===== config.mk =====
export PLATFORM = sky130hd
export DESIGN_NAME = nmea_gga_fix_parser_core
export DESIGN_NICKNAME = d
export VERILOG_FILES = /design/src/rtl/ngga_pkg.sv /design/src/rtl/nmea_gga_fix_parser_core.sv /design/src/rtl/ngga_lexer.sv /design/src/rtl/ngga_angle_conv.sv
export SDC_FILE = /design/constraint.sdc
export NUM_CORES = 2
export LEC_CHECK = 0
export BUFFER_PORTS_ARGS = -buffer_cell sky130_fd_sc_hd__buf_2
export CAP_MARGIN = 20
export CORE_ASPECT_RATIO = 1.4
export CORE_MARGIN = 1
export CORE_UTILIZATION = 45
export CTS_CLUSTER_SIZE = 24
export DETAILED_ROUTE_END_ITERATION = 7
export GPL_ROUTABILITY_DRIVEN = 0
export SYNTH_ARGS = -nofsm -noshare
export SYNTH_HDL_FRONTEND = slang
export SYNTH_HIERARCHICAL = 1
export SYNTH_SLANG_ARGS = --single-unit
export TNS_END_PERCENT = 50

===== constraint.sdc =====
create_clock -name aclk -period 5.99 [get_ports aclk]
set_input_delay 0.599 -clock aclk [delete_from_list [all_inputs] [get_ports aclk]]
set_output_delay 0.599 -clock aclk [all_outputs]
set_load 0.01 [all_outputs]

===== src/rtl/ngga_pkg.sv =====
// ----------------------------------------------------------------------------
// ngga_pkg
// shared constants, lookup functions and interface structs of the gga parser
// ----------------------------------------------------------------------------
package ngga_pkg;

    localparam int LINE_LIMIT_DEF      = 127;
    localparam int MIN_FRAC_DIGITS_DEF = 5;

    // number accumulators
    localparam int ACC_W      = 24;
    localparam int FRAC_MAX_W = 20;
    localparam int CNT_W      = 3;
    localparam int MAG_W      = 31;
    localparam logic [ACC_W-1:0] ACC_MAX = '1;
    localparam logic [MAG_W-1:0] MAG_MAX = '1;

    // field numbers after the sentence prefix
    localparam int FIELD_W = 4;
    localparam logic [FIELD_W-1:0] FLD_LAT  = 4'd1;
    localparam logic [FIELD_W-1:0] FLD_NS   = 4'd2;
    localparam logic [FIELD_W-1:0] FLD_LON  = 4'd3;
    localparam logic [FIELD_W-1:0] FLD_EW   = 4'd4;
    localparam logic [FIELD_W-1:0] FLD_FIX  = 4'd5;
    localparam logic [FIELD_W-1:0] FLD_ALT  = 4'd8;
    localparam logic [FIELD_W-1:0] FLD_LAST = 4'd9;

    // prefix matcher
    localparam logic [2:0] PREFIX_ALT_POS = 3'd2;
    localparam logic [2:0] PREFIX_DONE    = 3'd7;

    // characters
    localparam logic [7:0] CHAR_NUL    = 8'h00;
    localparam logic [7:0] CHAR_LF     = 8'h0A;
    localparam logic [7:0] CHAR_CR     = 8'h0D;
    localparam logic [7:0] CHAR_DOLLAR = 8'h24;
    localparam logic [7:0] CHAR_PLUS   = 8'h2B;
    localparam logic [7:0] CHAR_COMMA  = 8'h2C;
    localparam logic [7:0] CHAR_MINUS  = 8'h2D;
    localparam logic [7:0] CHAR_DOT    = 8'h2E;
    localparam logic [7:0] CHAR_0      = 8'h30;
    localparam logic [7:0] CHAR_9      = 8'h39;
    localparam logic [7:0] CHAR_A      = 8'h41;
    localparam logic [7:0] CHAR_G      = 8'h47;
    localparam logic [7:0] CHAR_N      = 8'h4E;
    localparam logic [7:0] CHAR_P      = 8'h50;
    localparam logic [7:0] CHAR_S      = 8'h53;
    localparam logic [7:0] CHAR_W      = 8'h57;

    // reciprocal constants: exact floor division for the ranges used
    localparam logic [24:0] DIV100_MULT  = 25'd21474837;   // ceil(2^31 / 100)
    localparam int          DIV100_SHIFT = 31;
    localparam logic [27:0] DIV6_MULT    = 28'd178956971;  // ceil(2^30 / 6)
    localparam int          DIV6_SHIFT   = 30;
    localparam logic [19:0] E6           = 20'd1000000;
    localparam logic [23:0] E7           = 24'd10000000;
    localparam logic [6:0]  HUNDRED      = 7'd100;

    typedef struct packed {
        logic                  valid;
        logic                  is_lon;
        logic [ACC_W-1:0]      int_val;
        logic [FRAC_MAX_W-1:0] frac;
        logic [CNT_W-1:0]      frac_cnt;
    } angle_req_t;

    typedef struct packed {
        logic             fire;
        logic             lat_neg;
        logic             lon_neg;
        logic             alt_neg;
        logic [MAG_W-1:0] alt_mag;
    } fix_emit_t;

    function automatic logic [7:0] prefix_char(input logic [2:0] pos);
        logic [7:0] ch;
        case (pos)
            3'd0:    ch = CHAR_DOLLAR;
            3'd1:    ch = CHAR_G;
            3'd2:    ch = CHAR_P;
            3'd3:    ch = CHAR_G;
            3'd4:    ch = CHAR_G;
            3'd5:    ch = CHAR_A;
            default: ch = CHAR_COMMA;
        endcase
        return ch;
    endfunction

    // 10^(6 - cnt): brings a fraction of cnt digits to millionths
    function automatic logic [FRAC_MAX_W-1:0] frac_scale(input logic [CNT_W-1:0] cnt);
        logic [FRAC_MAX_W-1:0] s;
        case (cnt)
            3'd0:    s = 20'd1000000;
            3'd1:    s = 20'd100000;
            3'd2:    s = 20'd10000;
            3'd3:    s = 20'd1000;
            3'd4:    s = 20'd100;
            3'd5:    s = 20'd10;
            3'd6:    s = 20'd1;
            default: s = '0;
        endcase
        return s;
    endfunction

endpackage


===== src/rtl/nmea_gga_fix_parser_core.sv =====
// ----------------------------------------------------------------------------
// nmea_gga_fix_parser_core
// throughput: one received byte per cycle, stalled while a fix waits unread
// a fix is on m_ in the cycle after its terminating cr or lf is taken
// coordinates go through a six-stage conversion pipeline that ends
// before the shortest possible remainder of a line has arrived
// reset: synchronous active-low aresetn clears parser state and m_valid
// ----------------------------------------------------------------------------
module nmea_gga_fix_parser_core
    import ngga_pkg::*;
#(
    parameter int LINE_LIMIT         = LINE_LIMIT_DEF,
    parameter int MINUTE_FRAC_DIGITS = MIN_FRAC_DIGITS_DEF
) (
    input  logic        aclk,
    input  logic        aresetn,
    // received byte stream
    input  logic        s_valid,
    output logic        s_ready,
    input  logic [7:0]  s_rx_byte,
    // fix results
    output logic        m_valid,
    input  logic        m_ready,
    output logic signed [31:0] m_lat_e7,
    output logic signed [31:0] m_lon_e7,
    output logic signed [31:0] m_alt_cm
);

    // largest altitude magnitude: saturated integer part times 100 plus 99
    localparam logic signed [31:0] ALT_ABS_MAX = 32'sd1677721599;

    logic       accept;
    angle_req_t angle_req;
    fix_emit_t  emit;

    logic [MAG_W-1:0] lat_mag;
    logic [MAG_W-1:0] lon_mag;

    logic        m_valid_reg, m_valid_next;
    logic [31:0] lat_reg, lat_next;
    logic [31:0] lon_reg, lon_next;
    logic [31:0] alt_reg, alt_next;

    // the output register frees itself in the same cycle it is read, so a
    // new word can be accepted on every clock while the sink keeps up
    assign s_ready = !m_valid_reg || m_ready;
    assign accept  = s_valid && s_ready;

    // byte-level line parser: prefix, field counter, digit accumulators
    ngga_lexer #(
        .LINE_LIMIT         (LINE_LIMIT),
        .MINUTE_FRAC_DIGITS (MINUTE_FRAC_DIGITS)
    ) u_lexer (
        .aclk      (aclk),
        .aresetn   (aresetn),
        .accept    (accept),
        .rx_byte   (s_rx_byte),
        .angle_req (angle_req),
        .emit      (emit)
    );

    // latitude / longitude magnitude pipeline, holds the last value of each
    ngga_angle_conv u_angle (
        .aclk    (aclk),
        .aresetn (aresetn),
        .req     (angle_req),
        .lat_mag (lat_mag),
        .lon_mag (lon_mag)
    );

    // sign is applied last: magnitudes are already clamped to 2^31-1,
    // so the negated value never reaches the most negative code
    always_comb begin
        m_valid_next = m_valid_reg;
        lat_next     = lat_reg;
        lon_next     = lon_reg;
        alt_next     = alt_reg;
        if (m_valid_reg && m_ready) begin
            m_valid_next = 1'b0;
        end
        if (emit.fire) begin
            m_valid_next = 1'b1;
            lat_next = emit.lat_neg ? (32'd0 - {1'b0, lat_mag}) : {1'b0, lat_mag};
            lon_next = emit.lon_neg ? (32'd0 - {1'b0, lon_mag}) : {1'b0, lon_mag};
            alt_next = emit.alt_neg ? (32'd0 - {1'b0, emit.alt_mag})
                                    : {1'b0, emit.alt_mag};
        end
    end

    always_ff @(posedge aclk) begin
        if (!aresetn) begin
            m_valid_reg <= 1'b0;
        end else begin
            m_valid_reg <= m_valid_next;
        end
    end

    // result payload, loaded only when a line completes
    always_ff @(posedge aclk) begin
        lat_reg <= lat_next;
        lon_reg <= lon_next;
        alt_reg <= alt_next;
    end

    assign m_valid  = m_valid_reg;
    assign m_lat_e7 = $signed(lat_reg);
    assign m_lon_e7 = $signed(lon_reg);
    assign m_alt_cm = $signed(alt_reg);

`ifndef SYNTHESIS
    // a fix is only ever produced by an accepted line terminator
    assert property (@(posedge aclk) disable iff (!aresetn)
        emit.fire |-> (accept && (s_rx_byte == CHAR_CR || s_rx_byte == CHAR_LF)))
        else $error("fix emitted on a non-terminator word");

    // saturation keeps coordinates off the most negative code
    assert property (@(posedge aclk) disable iff (!aresetn)
        m_valid |-> (m_lat_e7 != 32'sh8000_0000 && m_lon_e7 != 32'sh8000_0000))
        else $error("coordinate outside saturated range");

    // altitude magnitude is bounded by the accumulator saturation
    assert property (@(posedge aclk) disable iff (!aresetn)
        m_valid |-> (m_alt_cm <= ALT_ABS_MAX && m_alt_cm >= -ALT_ABS_MAX))
        else $error("altitude outside accumulator range");

    // input side is only held off while a fix is waiting
    assert property (@(posedge aclk) disable iff (!aresetn)
        !s_ready |-> (m_valid && !m_ready))
        else $error("input stalled with free output register");

    // reset leaves no result pending
    assert property (@(posedge aclk)
        !aresetn |=> !m_valid)
        else $error("result valid after reset");
`endif

endmodule


===== src/rtl/ngga_lexer.sv =====
// ----------------------------------------------------------------------------
// ngga_lexer
// per-byte line, prefix, field and number tracking of gga sentences
// ----------------------------------------------------------------------------
module ngga_lexer
    import ngga_pkg::*;
#(
    parameter int LINE_LIMIT         = LINE_LIMIT_DEF,
    parameter int MINUTE_FRAC_DIGITS = MIN_FRAC_DIGITS_DEF
) (
    input  logic       aclk,
    input  logic       aresetn,
    input  logic       accept,
    input  logic [7:0] rx_byte,
    output angle_req_t angle_req,
    output fix_emit_t  emit
);

    localparam int LC_W   = $clog2(LINE_LIMIT);
    localparam int FRAC_W = $clog2(10 ** MINUTE_FRAC_DIGITS);
    localparam logic [CNT_W-1:0] KEEP_ANGLE = CNT_W'(MINUTE_FRAC_DIGITS);
    localparam logic [CNT_W-1:0] KEEP_ALT   = CNT_W'(2);
    localparam logic [LC_W:0]    LIMIT      = (LC_W + 1)'(LINE_LIMIT);

    logic [LC_W-1:0]    line_count_reg, line_count_next;
    logic [2:0]         prefix_pos_reg, prefix_pos_next;
    logic [FIELD_W-1:0] field_reg, field_next;
    logic               line_bad_reg, line_bad_next;
    logic [ACC_W-1:0]   int_acc_reg, int_acc_next;
    logic [FRAC_W-1:0]  frac_acc_reg, frac_acc_next;
    logic [CNT_W-1:0]   frac_cnt_reg, frac_cnt_next;
    logic               val_neg_reg, val_neg_next;
    logic               digit_seen_reg, digit_seen_next;
    logic               point_seen_reg, point_seen_next;
    logic               started_reg, started_next;
    logic               lat_neg_reg, lat_neg_next;
    logic               lon_neg_reg, lon_neg_next;
    logic               alt_neg_reg, alt_neg_next;
    logic [MAG_W-1:0]   alt_mag_reg, alt_mag_next;

    logic               is_term;
    logic               is_digit;
    logic               numeric;
    logic               bad;
    logic               clear_line;
    logic               clear_num;
    logic [LC_W:0]      lc_inc;
    logic [CNT_W-1:0]   keep;
    logic [3:0]         digit;
    logic [ACC_W+3:0]   int_grow;
    logic [FRAC_W-1:0]  frac_grow;
    logic [6:0]         alt_frac;
    logic [MAG_W-1:0]   alt_now;

    always_comb begin
        is_term   = (rx_byte == CHAR_CR) || (rx_byte == CHAR_LF);
        is_digit  = rx_byte inside {[CHAR_0:CHAR_9]};
        numeric   = (field_reg == FLD_LAT) || (field_reg == FLD_LON) ||
                    (field_reg == FLD_FIX) || (field_reg == FLD_ALT);
        keep      = (field_reg == FLD_ALT) ? KEEP_ALT : KEEP_ANGLE;
        digit     = 4'(rx_byte - CHAR_0);
        lc_inc    = {1'b0, line_count_reg} + 1'b1;
        int_grow  = {1'b0, int_acc_reg, 3'b000} + {3'b000, int_acc_reg, 1'b0} +
                    (ACC_W + 4)'(digit);
        frac_grow = FRAC_W'(frac_acc_reg * FRAC_W'(10) + FRAC_W'(digit));

        // altitude in centimetres, truncated to two fraction digits
        case (frac_cnt_reg)
            3'd0:    alt_frac = '0;
            3'd1:    alt_frac = 7'(frac_acc_reg[6:0] * 7'd10);
            default: alt_frac = frac_acc_reg[6:0];
        endcase
        alt_now = MAG_W'({int_acc_reg, 6'b0}) + MAG_W'({int_acc_reg, 5'b0}) +
                  MAG_W'({int_acc_reg, 2'b0}) + MAG_W'(alt_frac);

        line_count_next = line_count_reg;
        prefix_pos_next = prefix_pos_reg;
        field_next      = field_reg;
        int_acc_next    = int_acc_reg;
        frac_acc_next   = frac_acc_reg;
        frac_cnt_next   = frac_cnt_reg;
        val_neg_next    = val_neg_reg;
        digit_seen_next = digit_seen_reg;
        point_seen_next = point_seen_reg;
        started_next    = started_reg;
        lat_neg_next    = lat_neg_reg;
        lon_neg_next    = lon_neg_reg;
        alt_neg_next    = alt_neg_reg;
        alt_mag_next    = alt_mag_reg;
        bad             = line_bad_reg;
        clear_line      = 1'b0;
        clear_num       = 1'b0;

        angle_req          = '0;
        angle_req.is_lon   = (field_reg == FLD_LON);
        angle_req.int_val  = int_acc_reg;
        angle_req.frac     = FRAC_MAX_W'(frac_acc_reg);
        angle_req.frac_cnt = frac_cnt_reg;

        emit         = '0;
        emit.lat_neg = lat_neg_reg;
        emit.lon_neg = lon_neg_reg;
        if (field_reg == FLD_ALT) begin
            emit.alt_mag = alt_now;
            emit.alt_neg = val_neg_reg;
        end else begin
            emit.alt_mag = alt_mag_reg;
            emit.alt_neg = alt_neg_reg;
        end

        if (accept) begin
            if (is_term) begin
                if (line_count_reg != '0) begin
                    if (!line_bad_reg && prefix_pos_reg == PREFIX_DONE) begin
                        if (field_reg == FLD_LAST ||
                            (field_reg == FLD_ALT && digit_seen_reg)) begin
                            emit.fire = 1'b1;
                        end
                    end
                    clear_line = 1'b1;
                end
            end else begin
                line_count_next = lc_inc[LC_W-1:0];
                if (rx_byte == CHAR_NUL) begin
                    bad = 1'b1;
                end
                if (!bad) begin
                    if (prefix_pos_reg != PREFIX_DONE) begin
                        if (rx_byte == prefix_char(prefix_pos_reg) ||
                            (prefix_pos_reg == PREFIX_ALT_POS && rx_byte == CHAR_N)) begin
                            prefix_pos_next = prefix_pos_reg + 3'd1;
                        end else begin
                            bad = 1'b1;
                        end
                    end else if (rx_byte == CHAR_COMMA) begin
                        // close the current field
                        if (numeric && !digit_seen_reg) begin
                            bad = 1'b1;
                        end else if (field_reg == FLD_LAT) begin
                            angle_req.valid = 1'b1;
                            lat_neg_next    = val_neg_reg;
                        end else if (field_reg == FLD_LON) begin
                            angle_req.valid = 1'b1;
                            lon_neg_next    = val_neg_reg;
                        end else if (field_reg == FLD_FIX) begin
                            if (int_acc_reg == '0) begin
                                bad = 1'b1;
                            end
                        end else if (field_reg == FLD_ALT) begin
                            alt_mag_next = alt_now;
                            alt_neg_next = val_neg_reg;
                        end
                        if (field_reg != FLD_LAST) begin
                            field_next = field_reg + 4'd1;
                        end
                        clear_num = 1'b1;
                    end else begin
                        if (numeric) begin
                            if (rx_byte == CHAR_PLUS || rx_byte == CHAR_MINUS) begin
                                if (started_reg || field_reg == FLD_FIX) begin
                                    bad = 1'b1;
                                end else begin
                                    val_neg_next = (rx_byte == CHAR_MINUS);
                                end
                            end else if (rx_byte == CHAR_DOT) begin
                                if (point_seen_reg || field_reg == FLD_FIX) begin
                                    bad = 1'b1;
                                end else begin
                                    point_seen_next = 1'b1;
                                end
                            end else if (is_digit) begin
                                digit_seen_next = 1'b1;
                                if (!point_seen_reg) begin
                                    if (int_grow > (ACC_W + 4)'(ACC_MAX)) begin
                                        int_acc_next = ACC_MAX;
                                    end else begin
                                        int_acc_next = int_grow[ACC_W-1:0];
                                    end
                                end else if (frac_cnt_reg < keep) begin
                                    frac_acc_next = frac_grow;
                                    frac_cnt_next = frac_cnt_reg + 3'd1;
                                end
                            end else begin
                                bad = 1'b1;
                            end
                        end else if (!started_reg) begin
                            // hemisphere: first character only
                            if (field_reg == FLD_NS && rx_byte == CHAR_S) begin
                                lat_neg_next = !lat_neg_reg;
                            end else if (field_reg == FLD_EW && rx_byte == CHAR_W) begin
                                lon_neg_next = !lon_neg_reg;
                            end
                        end
                        started_next = 1'b1;
                    end
                end
                if (lc_inc >= LIMIT) begin
                    clear_line = 1'b1;
                end
            end
        end

        line_bad_next = bad;
        if (clear_num || clear_line) begin
            int_acc_next    = '0;
            frac_acc_next   = '0;
            frac_cnt_next   = '0;
            val_neg_next    = 1'b0;
            digit_seen_next = 1'b0;
            point_seen_next = 1'b0;
            started_next    = 1'b0;
        end
        if (clear_line) begin
            line_count_next = '0;
            prefix_pos_next = '0;
            field_next      = '0;
            line_bad_next   = 1'b0;
        end
    end

    always_ff @(posedge aclk) begin
        if (!aresetn) begin
            line_count_reg <= '0;
            prefix_pos_reg <= '0;
            field_reg      <= '0;
            line_bad_reg   <= 1'b0;
            int_acc_reg    <= '0;
            frac_acc_reg   <= '0;
            frac_cnt_reg   <= '0;
            val_neg_reg    <= 1'b0;
            digit_seen_reg <= 1'b0;
            point_seen_reg <= 1'b0;
            started_reg    <= 1'b0;
            lat_neg_reg    <= 1'b0;
            lon_neg_reg    <= 1'b0;
            alt_neg_reg    <= 1'b0;
            alt_mag_reg    <= '0;
        end else begin
            line_count_reg <= line_count_next;
            prefix_pos_reg <= prefix_pos_next;
            field_reg      <= field_next;
            line_bad_reg   <= line_bad_next;
            int_acc_reg    <= int_acc_next;
            frac_acc_reg   <= frac_acc_next;
            frac_cnt_reg   <= frac_cnt_next;
            val_neg_reg    <= val_neg_next;
            digit_seen_reg <= digit_seen_next;
            point_seen_reg <= point_seen_next;
            started_reg    <= started_next;
            lat_neg_reg    <= lat_neg_next;
            lon_neg_reg    <= lon_neg_next;
            alt_neg_reg    <= alt_neg_next;
            alt_mag_reg    <= alt_mag_next;
        end
    end

endmodule


===== src/rtl/ngga_angle_conv.sv =====
// ----------------------------------------------------------------------------
// ngga_angle_conv
// pipelined ddmm.mmmm to degrees*1e7 conversion with saturation
// ----------------------------------------------------------------------------
module ngga_angle_conv
    import ngga_pkg::*;
(
    input  logic             aclk,
    input  logic             aresetn,
    input  angle_req_t       req,
    output logic [MAG_W-1:0] lat_mag,
    output logic [MAG_W-1:0] lon_mag
);

    logic [5:1] vld_reg;
    logic [5:1] lon_reg;

    logic [ACC_W-1:0]      s1_int_reg;
    logic [FRAC_MAX_W-1:0] s1_fs_reg;
    logic [ACC_W-1:0]      s2_int_reg;
    logic [FRAC_MAX_W-1:0] s2_fs_reg;
    logic [48:0]           s2_prod_reg;
    logic [17:0]           s3_deg_reg;
    logic [6:0]            s3_min_reg;
    logic [FRAC_MAX_W-1:0] s3_fs_reg;
    logic [26:0]           s4_x_reg;
    logic [40:0]           s4_dege7_reg;
    logic [54:0]           s5_prod_reg;
    logic [40:0]           s5_dege7_reg;
    logic [MAG_W-1:0]      lat_mag_reg;
    logic [MAG_W-1:0]      lon_mag_reg;

    logic [17:0]      deg2;
    logic [ACC_W-1:0] min_wide;
    logic [40:0]      sum6;
    logic [MAG_W-1:0] mag6;

    always_comb begin
        deg2     = s2_prod_reg[48:DIV100_SHIFT];
        min_wide = s2_int_reg - ACC_W'(deg2 * HUNDRED);
        sum6     = s5_dege7_reg + 41'(s5_prod_reg[54:DIV6_SHIFT]);
        mag6     = (sum6 > 41'(MAG_MAX)) ? MAG_MAX : sum6[MAG_W-1:0];
    end

    always_ff @(posedge aclk) begin
        if (!aresetn) begin
            vld_reg <= '0;
            lon_reg <= '0;
        end else begin
            vld_reg <= {vld_reg[4:1], req.valid};
            lon_reg <= {lon_reg[4:1], req.is_lon};
        end
    end

    always_ff @(posedge aclk) begin
        // stage 1: fraction to millionths of a minute
        s1_int_reg   <= req.int_val;
        s1_fs_reg    <= FRAC_MAX_W'(req.frac * frac_scale(req.frac_cnt));
        // stage 2: integer part over 100
        s2_int_reg   <= s1_int_reg;
        s2_fs_reg    <= s1_fs_reg;
        s2_prod_reg  <= 49'(s1_int_reg) * 49'(DIV100_MULT);
        // stage 3: degrees and whole minutes
        s3_deg_reg   <= deg2;
        s3_min_reg   <= min_wide[6:0];
        s3_fs_reg    <= s2_fs_reg;
        // stage 4: minutes in millionths, degrees scaled
        s4_x_reg     <= 27'(s3_min_reg * E6) + 27'(s3_fs_reg);
        s4_dege7_reg <= 41'(s3_deg_reg) * 41'(E7);
        // stage 5: minutes over 6
        s5_prod_reg  <= 55'(s4_x_reg) * 55'(DIV6_MULT);
        s5_dege7_reg <= s4_dege7_reg;
        // stage 6: sum and saturate
        if (vld_reg[5] && !lon_reg[5]) begin
            lat_mag_reg <= mag6;
        end
        if (vld_reg[5] && lon_reg[5]) begin
            lon_mag_reg <= mag6;
        end
    end

    assign lat_mag = lat_mag_reg;
    assign lon_mag = lon_mag_reg;

endmodule


# == Word-level counts from Yosys, hierarchy flattened ==
# Index checks and enable logic that the tools add are counted.
# op_classes
n_addsub,17
eq_ne,38
n_shift,0
mux,64
mul,8
bitwise,15
n_lt_le_gt_ge,6
n_reduce_logical,52
div,0
# op_table
operator,n
$pmux 20 s7,1
$mux 31,4
$sub 1x31->32 const A,3
$mul 27x28->55 const B,1
$mux 1,50
$mul 24x25->49 const B,1
$add 41x25->41,1
$gt 41x31->1 const B,1
$mul 18x17->34 const B,1
$eq 8x6->1 const B,4
$mux 32,1
$mux 8,4
$add 30x29->31,1
$add 31x26->31,1
$add 31x7->31,1
$add 27x25->28,1
$add 28x4->28,1
$gt 28x24->1 const B,1
$pmux 7 s4,1
$add 27x20->27,1
$reduce_and 9->1,3
$eq 8x7->1 const B,3
$logic_not 24->1,1
$mux 24,1
other kinds (47),112
# totals
latchBits,0
n_memories,0
register_bits,581
wordCells,239
input_bits,12
ram_bits,0
rom_bits,0

# == Depth between registers and ports, before layout ==
# logic_depth
depth_word,12
ltp_mapped,27
mapped_depth_nobuf,26

# == Modules after synthesis ==
# Netlist, hierarchy kept.
# modules_own_cells
mod,n_inst,cells_each,area_each_um2
ngga_angle_conv,1,3993,40528.9
ngga_lexer,1,1207,9930.8
nmea_gga_fix_parser_core,1,425,5137.4

# == Worst setup path after synthesis ==
# No wires, ideal clock.
# synth_timing
path_kind,register to register
from,register u_angle.s4_x_reg[21]
to,register u_angle.s5_prod_reg[48]
setup_time_ns,0.106
path_slack_ns,-0.629
path_buffers,0
stages_incl_launch_ff,21
t_required_ns,5.884
t_arrival_ns,6.513
cell_sequence,dfxtp_1 > ha_1 > fa_1 > inv_1 > fa_1 > fa_1 > inv_1 > fa_1 > inv_1 > fa_1 > fa_1 > inv_1 > ha_1 > a21o_1 > a21o_1 > a21oi_1 > o311ai_0 > o211ai_1 > a21oi_1 > or4b_2 > o311ai_0
# synth_via
elab_chain_cells,1
# synth_rtl
element,line,source
start: declaration,ngga_angle_conv.sv:26,logic [26:0] s4_x_reg;
start signal: assignment,ngga_angle_conv.sv:68,s4_x_reg <= 27'(s3_min_reg * E6) + 27'(s3_fs_reg);
$mul 27x28->55,ngga_angle_conv.sv:71,s5_prod_reg <= 55'(s4_x_reg) * 55'(DIV6_MULT);
end signal: assignment,ngga_angle_conv.sv:71,
end: declaration,ngga_angle_conv.sv:28,logic [54:0] s5_prod_reg;
# Every way passes these cells.
# A chain may end at the register's enable or synchronous reset.

# == Final worst setup path ==
# layout_timing
from,register u_angle.s1_int_reg[14]
to,register u_angle.s2_prod_reg[48]
# layout_via
elab_chain_cells,1
# layout_rtl
element,line,source
start: declaration,ngga_angle_conv.sv:18,logic [ACC_W-1:0] s1_int_reg;
start signal: assignment,ngga_angle_conv.sv:57,s1_int_reg <= req.int_val;
$mul 24x25->49,ngga_angle_conv.sv:62,s2_prod_reg <= 49'(s1_int_reg) * 49'(DIV100_MULT);
end signal: assignment,ngga_angle_conv.sv:62,
end: declaration,ngga_angle_conv.sv:22,logic [48:0] s2_prod_reg;
# Every way passes these cells.

==> results.py <==
metrics = {
    "final_layout": {
        "seq_area_um2": 12040,
        "num-nets-final": 7824,
        "syn_to_final_growth_pct": 17.71,
        "nFillCells": 11100,
        "layout-drive-gt1-share": 0.1700,
        "multi_input_area_um2": 40360,
        "stdcell_count": 7894,
        "fin_area_um2": 65440,
    },
    "min_path": {
        "min_from": "m_ready",
        "hp-class": "primary input to flip-flop",
        "whs_endpoint": "m_valid$_SDFFE_PN0P_",
        "holdPathStages": 3,
    },
    "route": {
        "drt-total-wl_mm": 136.7,
        "vias": 40570,
        "drt_iter0_drc": 1332,
        "firstDrtPassIters": 5,
        "drc_errors": 0,
        "drtAntennaViolNets": 0,
        "via_per_inst": 5.139,
        "wire_per_inst_um": 17.32,
    },
    "yosys": {
        "avgSynthCellArea_um2": 9.884,
        "synth_most_common_cell": "inv_1",
        "synth_top_flop_cell": "dfxtp_1",
        "synthesis.area_um2": 55600,
        "synth_cell_types": 99,
        "synth_warnings": 6,
        "synth_edf_count": 158,
        "yosysTopAreaCell": "fa_1",
        "synthCells": 5625,
        "yosysSeqAreaShare": 0.2157,
        "synthArstFlopShare": 0,
        "ys_seq_elements": 520,
        "synth_area_leaders": "fa_1 (23%), ha_1 (21%), dfxtp_1 (13%)",
        "synth_top_area_share": 0.2315,
        "synth_commonest_cells": "inv_1 (1143), ha_1 (944), fa_1 (643), dfxtp_1 (362), nand2_1 (325)",
    },
    "run_status": {
        "status": "complete, but fails checks",
        "violations": "negative setup slack",
    },
    "pwr": {
        "p_switching_mw": 1.582,
        "p_clk_frac": 0.506,
        "ir_drop_uv": 203.0,
        "power_frac_seq": 0.486,
        "swShare": 0.2135,
        "p_int_mw": 5.828,
        "p_leak_nw": 34.83,
        "p_comb_frac": 0.007,
        "power_density_nw_per_um2": 113.2,
    },
    "clock_network": {
        "ctsLongestPathBuffers": 3,
        "ctsRootBufferMaster": "clkbuf_16",
        "cts_max_level": 2,
        "clk_latency_ns": 0.66,
        "clkSinkCount": 520,
        "tritoncts": "built",
        "holdBufCountCts": 0,
        "cts_buffers": 54,
        "cts.clk_slew.worst_paths_ns": 0.07,
    },
    "critical_path": {
        "r2r-end": "u_angle/s2_prod_reg[48]$_DFF_P_",
        "cp_slowest_cell": "fa_1",
        "worst-r2r-setup-slack_ns": -0.50,
        "crit_arrival_ns": 7.03,
        "cp.required_ns": 6.53,
        "worstPathCellList": "fa_1 -> inv_2 -> fa_2 -> inv_2 -> fa_2 -> inv_2 -> fa_2 -> fa_1 -> inv_2 -> fa_1 -> fa_1 -> ha_4 -> a2111oi_4 -> o21ai_2 -> a41o_1 -> a221o_1 -> or2_4 -> a221o_1 -> o21ai_2 -> mux2i_1 -> nand4_1",
        "cp_top_family": "adder cells",
        "cp.depth": 21,
        "end_kind": "flip-flop",
        "start_kind": "flip-flop",
        "path_buf_inv": 4,
        "r2r_cells": 21,
        "worst-path-max-fanout": 5,
        "r2r_start": "u_angle/s1_int_reg[14]$_DFF_P_",
        "path_class": "flip-flop to flip-flop",
        "max_stage_delay_ns": 0.60,
    },
    "die": {
        "fp.dieW_um": 299.1,
        "fp.coreArea_um2": 122500,
        "die_height_um": 417.9,
        "die-area_um2": 125000,
        "ios": 110,
        "num_rows": 152,
        "initial_core_util": 0.4539,
    },
    "timing": {
        "fin_crit_ns": 6.494,
        "relSlewSlack": 0.3722,
        "whs_ns": 0.2753,
        "finalSetupViolations": 20,
        "setup_slack_ns": -0.5042,
        "finalHoldViolations": 0,
        "max_slew.worst_pin.slew_ns": 0.9339,
        "rsz0062_at_grt": "true",
        "max_freq_ghz": 0.1540,
        "finalMaxSlewViolations": 0,
        "period_share": 1.084,
        "skew_ns": 0.01843,
    },
    "place": {
        "placed_cell_area_um2": 61870,
        "placed_cells": 7734,
        "portBuffers": 109,
        "dp_hpwl_mm": 116.6,
    },
    "flow_run": {
        "cap_violations": 0,
    },
    "global_routing": {
        "antenna_found_initial": 7,
        "grt_pass1_wl_mm": 220.1,
        "grt_max_degree": 64,
        "grt_pass1_vias": 43200,
        "grt.overflow.total": 0,
        "grt.total_usage": 0.2214,
    },
}
[power groups by stage]
stage | Sequential (mW) | Clock (mW) | Combinational, mW
floorplan | 3.68 | 0 | 0.0342
global placement | 3.68 | 0 | 0.0531
detailed placement | 3.68 | 0 | 0.0538
CTS | 3.60 | 3.85 | 0.0540
global route | 3.60 | 3.97 | 0.0599
finish | 3.60 | 3.75 | 0.0551
[worst min-delay path, stage by stage]
cell and delay (ns):
buf_2 0.07, nand2b_1 0.11, a21boi_0 0.09
[stage by stage]
stage               TNS, ns  utilization  setup slack (ns)  power [mW]
CTS                  -5.230       0.5304           -0.5171       7.504
detailed placement   -12.75       0.5051           -0.5535       3.737
floorplan            -1.255            -           -0.1982       3.717
finish               -3.837       0.5343           -0.5042       7.411
global placement     -10.21       0.5051           -0.4608       3.736
global route         -10.23       0.5343           -0.7776       7.637
[routing by layer]
| layer | GRT usage | vias up | routed length (µm) |
|---|---|---|---|
| met3 | 0.01760 | 299 | 3081 |
| met5 | 0 | - | 0 |
| li1 | - | 19880 | - |
| met1 | 0.2344 | 19720 | 51920 |
| met2 | 0.4321 | 668 | 74130 |
| met4 | 0.1122 | 0 | 7594 |
[cells in the final DEF, fill, tap and decap left out, types with 29 or more instances in the layout]
cell type,n
nand4_1,49
nand2_1,317
a21oi_1,172
fa_1,614
and3_1,31
buf_2,110
nand3_1,108
ha_4,39
a21o_1,83
and2_1,63
o31ai_1,31
inv_1,1110
nor2_1,201
inv_2,31
a211oi_1,34
clkbuf_16,58
o21ai_0,116
nor2b_1,29
o211ai_1,32
dfxtp_1,337
fa_2,29
ha_1,897
nor3_1,67
or3_1,32
nand2b_1,46
xor2_1,84
buf_4,500
xnor2_1,236
edfxtp_1,158
[worst max-delay path by stage]
stage                                   start                              end  slack, ns
5_1_grt        u_angle/s1_int_reg[14]$_DFF_P_  u_angle/s2_prod_reg[48]$_DFF_P_      -0.78
4_1_cts        u_angle/s1_int_reg[14]$_DFF_P_  u_angle/s2_prod_reg[48]$_DFF_P_      -0.52
3_5_place_dp   u_angle/s1_int_reg[13]$_DFF_P_  u_angle/s2_prod_reg[48]$_DFF_P_      -0.55
2_1_floorplan  u_angle/s1_int_reg[13]$_DFF_P_  u_angle/s2_prod_reg[48]$_DFF_P_      -0.20
6_report       u_angle/s1_int_reg[14]$_DFF_P_  u_angle/s2_prod_reg[48]$_DFF_P_      -0.50
3_3_place_gp   u_angle/s1_int_reg[10]$_DFF_P_  u_angle/s2_prod_reg[48]$_DFF_P_      -0.46
[area by class of cell]
class	instances	area share
sequential	520	0.1840
inverter	1144	0.06569
clock buffer	71	0.02384
tap	1617	0.03092
multi-input combinational	3864	0.6167
antenna	6	0.0002294
clock inverter	31	0.006806
timing repair buffer	641	0.07181
[logic make-up after synthesis]
group / Yosys count / synth area share
AO/OA/AOI/OAI: 806 / 0.09972
XOR/XNOR: 330 / 0.05199
adder cells (fa/ha/maj): 1587 / 0.4440
other: 1 / 0.00006745
AND/OR/NAND/NOR: 1118 / 0.1003
flip-flops: 520 / 0.2157
buffers and inverters: 1243 / 0.08466
multiplexers: 20 / 0.003646
[timing repair]
item / 4_1_cts / 5_1_grt
pin swaps: 146 / 96
buffers inserted: 52 / 8
setup endpoints to repair: 48 / 65
gates cloned: 1 / 0
resized for setup: 181 / 93
Power figures use the tool's default switching activity.
